[config.mk]
export PLATFORM = sky130hd
export DESIGN_NAME = dofg_queue
export DESIGN_NICKNAME = d
export VERILOG_FILES = /design/src/dofg_pkg.sv /design/src/dofg_queue.sv
export SDC_FILE = /design/constraint.sdc
export NUM_CORES = 1
export LEC_CHECK = 0
export BUFFER_PORTS_ARGS = -buffer_cell sky130_fd_sc_hd__buf_2
export CORE_MARGIN = 8
export CORE_UTILIZATION = 37
export DETAILED_ROUTE_END_ITERATION = 8
export GPL_ROUTABILITY_DRIVEN = 1
export HOLD_SLACK_MARGIN = 0.08
export PLACE_DENSITY = 0.63
export REMOVE_ABC_BUFFERS = 1
export SLEW_MARGIN = 20
export SYNTH_ARGS = -nofsm -noshare
export SYNTH_HDL_FRONTEND = slang
export SYNTH_SLANG_ARGS = --single-unit
[constraint.sdc]
create_clock -name clk -period 4 [get_ports clk]
set_input_delay 0.4 -clock clk [delete_from_list [all_inputs] [get_ports clk]]
set_output_delay 0.4 -clock clk [all_outputs]
set_load 0.02 [all_outputs]
[src/dofg_pkg.sv]
// Shared types and constants for the drop-oldest audio frame FIFO with gain.
// Holds the transaction structs, control structs and state encodings.
// No dependencies; every other file of the block imports this package.
`default_nettype none

package dofg_pkg;

  // Queue geometry. MAX_FRAMES must be a power of two so pointers wrap naturally.
  localparam int MAX_FRAMES   = 1024;
  localparam int MAX_CHANNELS = 8;
  localparam int PTR_W        = $clog2(MAX_FRAMES);
  localparam int CNT_W        = $clog2(MAX_FRAMES + 1);
  localparam int CHAN_W       = 4;

  // Sample and gain datapath widths.
  localparam int SAMPLE_W   = 32;
  localparam int GAIN_W     = 17;
  localparam int UNITY_GAIN = 65536;
  localparam int FRAC_W     = 16;
  localparam int PROD_W     = (SAMPLE_W + 1) + (GAIN_W + 1);

  // Register map, indexed by paddr[3:2].
  localparam logic [1:0] REG_CHANNEL_COUNT   = 2'd0;
  localparam logic [1:0] REG_SAMPLE_KIND     = 2'd1;
  localparam logic [1:0] REG_VOLUME_GAIN     = 2'd2;
  localparam logic [1:0] REG_CAPACITY_FRAMES = 2'd3;

  typedef enum logic [1:0] {
    KIND_S16 = 2'd0,
    KIND_S32 = 2'd1,
    KIND_U8  = 2'd2,
    KIND_RAW = 2'd3
  } kind_e;

  typedef enum logic [1:0] {
    ST_IDLE = 2'd0,
    ST_READ = 2'd1,
    ST_MUL  = 2'd2
  } state_e;

  // Input transaction: one command with a whole frame of lanes.
  typedef struct packed {
    logic               command;
    logic signed [31:0] lane0;
    logic signed [31:0] lane1;
    logic signed [31:0] lane2;
    logic signed [31:0] lane3;
    logic signed [31:0] lane4;
    logic signed [31:0] lane5;
    logic signed [31:0] lane6;
    logic signed [31:0] lane7;
  } in_item_t;

  // Result transaction of a pull.
  typedef struct packed {
    logic signed [31:0] out0;
    logic signed [31:0] out1;
    logic signed [31:0] out2;
    logic signed [31:0] out3;
    logic signed [31:0] out4;
    logic signed [31:0] out5;
    logic signed [31:0] out6;
    logic signed [31:0] out7;
    logic               underrun;
    logic [10:0]        frames_queued;
    logic [31:0]        frames_dropped;
  } out_item_t;

  // Memory and pipeline strobes from the queue controller to the lanes.
  typedef struct packed {
    logic             wr_en;
    logic [PTR_W-1:0] wr_addr;
    logic             rd_en;
    logic [PTR_W-1:0] rd_addr;
    logic             prod_load;
    logic             out_load;
  } mem_ctl_t;

  // Gain settings shared by all lanes.
  typedef struct packed {
    kind_e             kind;
    logic [GAIN_W-1:0] gain;
    logic              unity;
    logic              zero_gain;
  } lane_ctl_t;

endpackage

`default_nettype wire

[src/dofg_queue.sv]
// Queue controller: read and write pointers, fill and drop counters, and the
// pull sequencer that steps the lanes through read, multiply and finish.
// Depends on dofg_pkg.
`default_nettype none

module dofg_queue
  import dofg_pkg::*;
(
  input  wire logic             clk,
  input  wire logic             rst_n,
  input  wire logic             start,
  input  wire logic             command,
  input  wire logic [10:0]      capacity,
  output logic                  busy,
  output mem_ctl_t              mem_ctl,
  output logic                  empty,
  output logic                  out_valid,
  output logic [10:0]           frames_queued,
  output logic [31:0]           frames_dropped
);

  state_e           state_r;
  state_e           state_nxt;
  logic [PTR_W-1:0] rp_r;
  logic [PTR_W-1:0] rp_nxt;
  logic [PTR_W-1:0] wp_r;
  logic [PTR_W-1:0] wp_nxt;
  logic [CNT_W-1:0] fill_r;
  logic [CNT_W-1:0] fill_nxt;
  logic [31:0]      dropped_r;
  logic [31:0]      dropped_nxt;
  logic             empty_r;
  logic [10:0]      queued_r;
  logic             out_valid_r;
  logic [CNT_W-1:0] cap_eff;
  logic [CNT_W-1:0] n_drop;
  logic             accept;
  logic             push;
  logic             pull;
  logic             full;

  // Effective capacity: zero acts as one, values above the store act as the store size.
  always_comb begin
    if (capacity == 11'd0) begin
      cap_eff = CNT_W'(1);
    end else if (CNT_W'(capacity) > CNT_W'(MAX_FRAMES)) begin
      cap_eff = CNT_W'(MAX_FRAMES);
    end else begin
      cap_eff = CNT_W'(capacity);
    end
  end

  assign accept = start && (state_r == ST_IDLE);
  assign push   = accept && !command;
  assign pull   = accept && command;
  assign full   = fill_r >= cap_eff;
  assign n_drop = fill_r + CNT_W'(1) - cap_eff;

  // Next state and strobes of the pull sequencer.
  always_comb begin
    state_nxt = state_r;
    case (state_r)
      ST_IDLE: if (pull) state_nxt = ST_READ;
      ST_READ: state_nxt = ST_MUL;
      ST_MUL:  state_nxt = ST_IDLE;
      default: state_nxt = ST_IDLE;
    endcase
  end

  assign busy              = (state_r != ST_IDLE);
  assign mem_ctl.wr_en     = push;
  assign mem_ctl.wr_addr   = wp_r;
  assign mem_ctl.rd_en     = pull;
  assign mem_ctl.rd_addr   = rp_r;
  assign mem_ctl.prod_load = (state_r == ST_READ);
  assign mem_ctl.out_load  = (state_r == ST_MUL);

  // Pointer and counter updates. A push into a full queue drops the oldest frames.
  always_comb begin
    rp_nxt      = rp_r;
    wp_nxt      = wp_r;
    fill_nxt    = fill_r;
    dropped_nxt = dropped_r;
    if (push) begin
      wp_nxt = wp_r + PTR_W'(1);
      if (full) begin
        rp_nxt      = rp_r + n_drop[PTR_W-1:0];
        fill_nxt    = cap_eff;
        dropped_nxt = dropped_r + 32'(n_drop);
      end else begin
        fill_nxt = fill_r + CNT_W'(1);
      end
    end else if (pull && (fill_r != '0)) begin
      rp_nxt   = rp_r + PTR_W'(1);
      fill_nxt = fill_r - CNT_W'(1);
    end
  end

  always_ff @(posedge clk) begin
    if (!rst_n) begin
      state_r     <= ST_IDLE;
      rp_r        <= '0;
      wp_r        <= '0;
      fill_r      <= '0;
      dropped_r   <= '0;
      out_valid_r <= 1'b0;
    end else begin
      state_r     <= state_nxt;
      rp_r        <= rp_nxt;
      wp_r        <= wp_nxt;
      fill_r      <= fill_nxt;
      dropped_r   <= dropped_nxt;
      out_valid_r <= (state_r == ST_MUL);
    end
  end

  // Status of the pull transaction, captured when it is accepted.
  always_ff @(posedge clk) begin
    if (pull) begin
      empty_r  <= (fill_r == '0);
      queued_r <= 11'(fill_nxt);
    end
  end

  assign empty          = empty_r;
  assign out_valid      = out_valid_r;
  assign frames_queued  = queued_r;
  assign frames_dropped = dropped_r;

  // The pointer distance always matches the fill count.
  a_ptr_fill : assert property (@(posedge clk) disable iff (!rst_n)
    PTR_W'(wp_r - rp_r) == fill_r[PTR_W-1:0])
    else $error("pointer distance disagrees with fill count");

  // The fill count never exceeds the store.
  a_fill_max : assert property (@(posedge clk) disable iff (!rst_n)
    fill_r <= CNT_W'(MAX_FRAMES))
    else $error("fill count beyond store size");

  // A push into a full queue leaves it at capacity and counts every dropped frame.
  a_drop : assert property (@(posedge clk) disable iff (!rst_n)
    (push && full) |=>
      (fill_r == $past(cap_eff)) && (dropped_r == $past(dropped_r + 32'(n_drop))))
    else $error("drop-oldest accounting wrong");

  // A pull always produces its result strobe once the sequencer has passed READ and MUL.
  a_pull_result : assert property (@(posedge clk) disable iff (!rst_n)
    pull |-> ##3 out_valid_r)
    else $error("pull without result");

endmodule

`default_nettype wire

After elaboration in Yosys (flattened, before gate mapping)
Cells that the tools add are included.
Word-level totals
  bits in registers: 78
  input port bits: 15
  output and inout bits: 70
  word-level logic and storage cells: 44
Cells by class
  add/subtract/negate cells: 7
  $lt $le $gt $ge: 2
  equal/unequal tests: 4
  mux-type cells: 10
  reductions and logical operators: 13
Operator list (count)
  11-bit two-way mux: 5
  32-bit by 11-bit adder with 32-bit output: 1
  10-bit two-way mux: 3
  11-bit logical NOT: 2
  10-bit by 1-bit adder with 10-bit output (second input constant): 2
  11-bit by 1-bit adder with 11-bit output (second input constant): 1
  11-bit >= comparator: 1
  11-bit > comparator (second input constant): 1
  11-bit nonzero test: 1
  11-bit by 1-bit subtractor with 11-bit output (second input constant): 1
  11-bit subtractor: 1
  10-bit adder: 1
  1-bit logical AND: 4
  2-bit one-hot mux with 2 select lines: 1
  2-bit AND reduction: 2
  2-bit nonzero test: 2
  2-bit by 1-bit equality test with 1-bit output (second input constant): 1
  2-bit equality test (second input constant): 1
  2-bit logical NOT: 1
  2-bit two-way mux: 1
  2-bit by 1-bit inequality test with 1-bit output (second input constant): 1
  2-bit inequality test (second input constant): 1
  1-bit logical NOT: 1

Logic depth before layout (Yosys ltp)
Gate-level depths: netlist of run 1.
  depth in word-level cells: 7
  mapped depth: 20

Worst setup path after synthesis of run 1
Ideal clock, no wire load.
  path kind: input to register
  from: input port capacity[4]
  to: register rp_r[9]
  library setup time: 0.070 ns
  arrival time: 3.752 ns
  setup slack: 0.178 ns
  stages: 20
  cells stage by stage: nor4_1 > nand3_1 > a21oi_1 > ha_1 > fa_1 > nor2b_1 > o21ai_0 > nand2b_1 > a31oi_1 > and2_1 > xnor2_1 > and2_1 > ha_1 > a21oi_1 > nand2_1 > and3_1 > a221oi_1 > xor2_1 > or3_1 > a21oi_1
On the way
  cells in the longest elaborated chain, start to end: 7
  elaborated cells on any way between the ends: 11
  those cells by class: add/sub: 2; order compare: 2; eq/ne: 1; mux: 4; reduce/logical: 2
RTL lines
  start: declaration: RTL line dofg_queue.sv:13  | input wire logic [10:0] capacity,
  11-bit > comparator: RTL line dofg_queue.sv:46  | end else if (CNT_W'(capacity) > CNT_W'(MAX_FRAMES)) begin
  11-bit two-way mux: RTL line dofg_queue.sv:46
  11-bit two-way mux (*): RTL line dofg_queue.sv:44  | if (capacity == 11'd0) begin
  11-bit subtractor: RTL line dofg_queue.sv:57  | assign n_drop = fill_r + CNT_W'(1) - cap_eff;
  10-bit adder: RTL line dofg_queue.sv:87  | rp_nxt = rp_r + n_drop[PTR_W-1:0];
  10-bit two-way mux: RTL line dofg_queue.sv:86  | if (full) begin
  10-bit two-way mux: RTL line dofg_queue.sv:84  | if (push) begin
  end signal: assignment: RTL line dofg_queue.sv:109  | rp_r <= rp_nxt;
  end: declaration: RTL line dofg_queue.sv:24  | logic [PTR_W-1:0] rp_r;
Mark *: on every way between the ends. The rest lies on a longest branch, timed or not. The select of a mux whose other input is x is not followed.
A chain may end at the register's enable or synchronous reset.

Worst setup path after layout of run 1
  from: register fill_r[0]
  to: register dropped_r[10] (netlist: frames_dropped[10])
On the way
  cells in the longest elaborated chain, start to end: 3
  elaborated cells on any way between the ends: 5
  those cells by class: add/sub: 3; order compare: 1; reduce/logical: 1
RTL lines
  start: declaration: RTL line dofg_queue.sv:28  | logic [CNT_W-1:0] fill_r;
  start signal: assignment: RTL line dofg_queue.sv:111  | fill_r <= fill_nxt;
  11-bit by 1-bit adder with 11-bit output: RTL line dofg_queue.sv:57
  11-bit subtractor: RTL line dofg_queue.sv:57
  32-bit by 11-bit adder with 32-bit output: RTL line dofg_queue.sv:89  | dropped_nxt = dropped_r + 32'(n_drop);
  end signal: assignment: RTL line dofg_queue.sv:112  | dropped_r <= dropped_nxt;
  end: declaration: RTL line dofg_queue.sv:30  | logic [31:0] dropped_r;
Several ways; a longest one is shown, not always the timed one.

==> results of run 1 <==
path summary, 6_finish.rpt:
| path | from | depth (start not counted) | to |
|---|---|---|---|
| hold / removal | capacity[2] | 3 | frames_queued[2] |
| setup / recovery | fill_r[0] | 18 | frames_dropped[10] |
| setup reg to reg | fill_r[0] | 18 | frames_dropped[10] |
| hold reg to reg | frames_dropped[7] | 2 | frames_dropped[7] |
cells in the final DEF (no fill, tap or decap), types with 5 or more instances in the layout:
cell and instances:
buf_4 59, a211oi_1 5, nor3_1 11, edfxtp_1 12, o21ai_0 14, nor2_1 64, clkbuf_16 9, nor4_2 12
nand4_1 10, nor2b_1 8, o21bai_1 5, xor2_1 17, and2_1 23, buf_2 84, nand3_1 26, a21o_1 5
mux2i_1 11, inv_1 19, dfxtp_1 64, a21oi_1 33, ha_1 42, and3_1 13, nand2_1 59, nor4b_2 6
xnor2_1 48
layer usage:
layer	GRT usage (%)	share of wire (%)
met1	19.2	45
met2	25.2	46
met3	4.41	6.6
met4	6.82	2.2
met5	0	0
tightest hold or removal path, stage by stage:
cell and delay, ns:
buf_2 0.09, buf_4 0.11, a211o_1 0.12
cells by family after synthesis:
group | count (synthesis) | share of synthesized area, %
buffers and inverters | 51 | 4.85
adder cells (fa/ha/maj) | 47 | 11.3
multiplexers | 11 | 2.03
flip-flops | 78 | 31.0
AO/OA/AOI/OAI | 100 | 12.0
XOR/XNOR | 68 | 11.0
AND/OR/NAND/NOR | 265 | 27.9
layout make-up:
type                            instances  area (um2)  area share, %
Sequential cell                        78        1690           25.1
Tap cell                              184         230           3.42
Clock inverter                          7        62.6          0.930
Multi-Input combinational cell        491        3560           52.9
Timing Repair Buffer                  144         883           13.1
Inverter                               21        78.8           1.17
Clock buffer                            9         225           3.35
power groups by stage:
| stage | clock network [mW] | registers (mW) | logic, mW |
|---|---|---|---|
| floorplan | 0 | 0.950 | 0.745 |
| global route | 0.862 | 0.893 | 1.38 |
| CTS | 0.827 | 0.886 | 1.21 |
| global placement | 0 | 0.901 | 1.17 |
| finish | 0.808 | 0.887 | 1.26 |
| detailed placement | 0 | 0.902 | 1.20 |
sequential cells by signal, indices dropped and copies added (netlist names):
register / flops
out_valid: 1
rp_r: 10
frames_queued: 11
fill_r: 11
state_r: 2
frames_dropped: 32
wp_r: 10
empty: 1
repair_timing:
item | CTS | global route
gates cloned | 0 | 0
pin swaps | 0 | 5
setup buffers | 0 | 3
gates resized for setup | 2 | 20
endpoints found under the setup margin | 11 | 23
through the flow:
step / hold slack [ns] / util [%] / setup WS (ns) / power (mW) / area, um2
global route: 0.494 / 46.6 / -0.0213 / 3.13 / 6720
finish: 0.477 / 46.6 / 0.160 / 2.96 / 6720
global placement: 0.466 / 43.9 / -0.215 / 2.07 / 6330
CTS: 0.460 / 45.9 / 0.0213 / 2.92 / 6620
floorplan: 0.522 / - / -0.363 / 1.70 / 5240
detailed placement: 0.472 / 43.9 / -0.260 / 2.10 / 6330
==> results.tsv, run 1 <==
metric	value	unit
GRT Util Overall	15.7	%
Tcrit/Tclk final	96.0	%
Rows	44	
synthesis-stage register bit count	78	
CP max-delay cell	dfxtp_4	
clk sinks	78	
synthesized area	5420	um2
pin count of the biggest net entering global routing	50	
R2R Setup Slk	0.16	ns
initial core utilization	37.6	%
antenna-violating nets left	0	
Max Freq	260	MHz
PwrDens	440	nW/um2
fillers	1454	
clk_skew	0.00898	ns
ys flop type	dfxtp_1	
total CTS buffers	9	
Chip Width	137	um
initial drt markers	281	
Final TNS setup	0	ns
# nets final	807	
hold crit path type	in -> reg	
CP Class	reg -> reg	
io pins	85	
Finished Layout Cells	934	
die area	18800	um2
CP required	4.20	ns
CTS tree	built	
most frequent cell after synthesis	dfxtp_1	
CP max FO	5	
die extent in y	137	um
Via density	5.30	
# DRC	0	
mean routed wirelength per cell	15.9	um
register share of total power	30.0	%
Final Max Tran Viols	0	
Synth Warn #	0	
Leak Pwr	3.02	nW
Internal	1.86	mW
Congestion Overflow GR	0	
maximum clock path buffer count	2	
Worst Max-Slew Pin Slew	1.06	ns
synth unique cells	66	
Critical Path Start Type	flip-flop	
clock latency on the worst-skew pair	0.36	ns
CP Buf/Inv Count	2	
Rel. slew slack	29.2	%
initial antenna violation count	0	
Sw Pwr	1.10	mW
Synth area leader	dfxtp_1	
first-pass GRT wire length	23600	um
crit-path cells	ha_2 -> nand3_1 -> xnor2_2 -> ha_1 -> buf_4 -> nand4_1 -> o21bai_1 -> nand3_1 -> a21oi_1 -> xnor2_1 -> ha_1 -> buf_4 -> and3_1 -> a211o_1 -> a21oi_2 -> o21bai_1 -> xnor2_1 -> a21oi_1	
Post-DP HPWL	11200	um
Area growth, synth to finish	24.1	%
synthesized area per cell	8.74	um2
Clk pwr share	27.3	%
Max H-tree Level	3	
EDFF count, synth	12	
final hold vios	0	
sw frac	37.3	%
CP Data Arrival Time	4.04	ns
largest cells by area after synthesis	dfxtp_1, ha_1, xnor2_1	
CTS Root Cell	clkbuf_16	
Synth Instances	620	
post-synth top area share	24.4	%
Core ar.	14400	um2
fin crit period	3.84	ns
CP Capture Type	flip-flop	
DR pass1 iterations	5	
DRT Wirelength	14900	um
ant diodes	0	
clock transition at the registers of the reported paths	0.07	ns
outcome	complete, no violations	
Placed Cells	915	
Post-synth ARST share	0	%
post-synthesis sequential area ratio	31.0	%
top cells by instance count after synthesis	dfxtp_1, nor2_1, nand2_1	
CP delay by family, top	compound AO/OA/AOI/OAI gates	
vias in the first global route	4908	
share of layout cells above drive strength 1	28.1	%
number of max-cap violations	0	
combinational group share of total power	42.7	%
hold buffer count at CTS	0	
RePlAce Congestion	0.865	
CP peak stage delay	0.38	ns
via count	4948	
maximum VDD drop	211	uV
I/O Buffers	84	
Finish-stage setup viols	0	
Power figures use the tool's default switching activity.
==> run 2: changes to the inputs <==
--- a/config.mk
+++ b/config.mk
@@ -7,13 +7,14 @@
 export LEC_CHECK = 0
 export BUFFER_PORTS_ARGS = -buffer_cell sky130_fd_sc_hd__buf_2
 export CORE_MARGIN = 8
-export CORE_UTILIZATION = 37
+export CORE_UTILIZATION = 35
 export DETAILED_ROUTE_END_ITERATION = 8
 export GPL_ROUTABILITY_DRIVEN = 1
 export HOLD_SLACK_MARGIN = 0.08
-export PLACE_DENSITY = 0.63
+export PLACE_DENSITY = 0.61
 export REMOVE_ABC_BUFFERS = 1
-export SLEW_MARGIN = 20
+export SLEW_MARGIN = 30
 export SYNTH_ARGS = -nofsm -noshare
 export SYNTH_HDL_FRONTEND = slang
 export SYNTH_SLANG_ARGS = --single-unit
+export TNS_END_PERCENT = 50
==> results.tsv, run 2 (synthesis gave the netlist of run 1 again) <==
metric	value	unit	change
share of layout cells above drive strength 1	28.5	%	+0.32 points
PwrDens	425	nW/um2	-3.5%
Congestion Overflow GR	0		unchanged
hold path cells	4		+1
RePlAce Congestion	0.895		+3.5%
Post-DP HPWL	10600	um	-4.7%
mean routed wirelength per cell	14.9	um	-6.3%
CP max-delay cell	dfxtp_1		
DRT Wirelength	14000	um	-5.7%
Placed Cells	922		+0.77%
CTS Root Cell	clkbuf_16		
initial antenna violation count	0		unchanged
clk_skew	0.00621	ns	-0.00277 ns
initial core utilization	35.8	%	-1.8 points
Chip Width	140	um	+2.5%
leading cell type in the layout, fill and taps excluded	buf_2		
antenna-violating nets left	0		unchanged
maximum clock path buffer count	2		unchanged
clock latency on the worst-skew pair	0.34	ns	-0.02 ns
die extent in y	140	um	+2.5%
Area growth, synth to finish	25.2	%	
CP Data Arrival Time	4.04	ns	about the same
Core ar.	15100	um2	+5.0%
hold crit path type	in -> reg		
die area	19700	um2	+5.0%
total CTS buffers	9		unchanged
most frequent cells in the layout	buf_2, nor2_1, dfxtp_1		
DR pass1 iterations	5		unchanged
CP max FO	5		unchanged
clk sinks	78		unchanged
CTS tree	built		
fin crit period	3.77	ns	-0.0722 ns
ant diodes	0		unchanged
fillers	1508		+3.7%
overall power	2.88	mW	-2.6%
RSZ-0062 raised after global routing	yes		
CP peak stage delay	0.34	ns	-0.04 ns
Tcrit/Tclk final	94.2	%	-1.8 points
final hold vios	0		unchanged
initial drt markers	239		-15%
Max Freq	265	MHz	+1.9%
Max H-tree Level	3		unchanged
hold buffer count at CTS	0		unchanged
Finish-stage setup viols	0		unchanged
register area	1690	um2	unchanged
Final Max Tran Viols	0		unchanged
vias in the first global route	4662		-5.0%
worst hold slack	0.464	ns	-0.0129 ns
Rows	45		+2.3%
maximum VDD drop	245	uV	+16%
outcome	complete, no violations		
Via density	5.12		-3.3%
first-pass GRT wire length	23200	um	-1.6%
I/O Buffers	84		unchanged
crit-path cells	and3_1 -> and3_1 -> xor2_2 -> ha_1 -> and2_1 -> a31oi_2 -> and2_1 -> xnor2_2 -> and2_1 -> ha_1 -> a21oi_2 -> nand2_1 -> and3_1 -> a221oi_2 -> xor2_1 -> or3_1 -> a21oi_1		
Critical Path Start Type	flip-flop		
Multi-input gate area	3620	um2	+1.8%
via count	4816		-2.7%
clock transition at the registers of the reported paths	0.06	ns	about the same
Largest register FFs	32		unchanged
io pins	85		unchanged
CP required	4.27	ns	+0.07 ns
post-layout util	44.8	%	-1.8 points
# nets final	810		+0.37%
Leak Pwr	3.09	nW	+2.1%
number of max-cap violations	0		unchanged
pin count of the biggest net entering global routing	50		unchanged
path depth of the worst reg2reg path	17		-1
GRT Util Overall	14.5	%	-1.2 points
CP Capture Type	flip-flop		
Rel. slew slack	37.2	%	+7.9 points
CP Class	reg -> reg		
Worst Max-Slew Pin Slew	0.939	ns	-0.119 ns
# DRC	0		unchanged
Finished Layout Cells	940		+0.64%
==> run 2: cell count changes in the layout (fill, tap and decap cells not counted), moves of 2 or more <==
| cell | delta |
|---|---|
| nor4_4 | +3 |
| clkinv_2 | +4 |
| xnor2_2 | +2 |
| inv_8 | -2 |
| inv_6 | -2 |
| buf_4 | +2 |
| nor4_2 | -2 |
| xnor2_1 | -2 |
==> run 2: metal layers <==
layer  GRT usage (%)  wire [um]  vias up  part of all wire (%)
met5               0          0        -                     0
met4            5.09        209        0                   1.5
met3            3.74        832       18                   5.9
met2            23.1       6380      145                    45
met1            18.5       6610     2210                    47
li1                -          -     2443                     -
==> run 2: what timing repair did <==
item	CTS	global route
resized for setup	0	29
buffers inserted	0	3
endpoints found under the setup margin	0	25
==> run 2: critical path, delay by kind of cell (launching register included) <==
kind / cells / cell delay, ns
flip-flops: 1 / 0.34
AND/OR/NAND/NOR: 8 / 1.61
XOR/XNOR: 3 / 0.38
AO/OA/AOI/OAI: 4 / 0.71
adder cells (fa/ha/maj): 2 / 0.64
==> run 2: path summary, 6_finish.rpt <==
kind,slack (ns),start,end
setup / recovery,0.23,fill_r[3],rp_r[9]
hold / removal,0.46,capacity[5],fill_r[5]
setup reg to reg,0.23,fill_r[3],rp_r[9]
hold reg to reg,0.48,frames_dropped[7],frames_dropped[7]
==> run 2: final cells by class <==
type	count	area share (%)
Timing Repair Buffer	147	13.4
Clock buffer	10	3.37
Sequential cell	78	24.9
Multi-Input combinational cell	491	53.4
Tap cell	188	3.47
Clock inverter	5	0.387
Inverter	21	1.16
==> run 2: power breakdown <==
part           internal (mW)  switching (mW)  leakage [nW]
Combinational          0.575           0.689          2.30
Clock                  0.412           0.321         0.132
Sequential             0.854          0.0308         0.650
Total                   1.84            1.04          3.09
==> run 2: per-stage QoR <==
stage	area (um2)	setup TNS (ns)	setup slack, ns
after floorplan	5240	-3.38	-0.363
after global routing	6790	-0.133	-0.0497
after CTS	6610	0	0.0721
after global placement	6350	-0.880	-0.114
final	6790	0	0.232
after detailed placement	6350	-2.61	-0.232
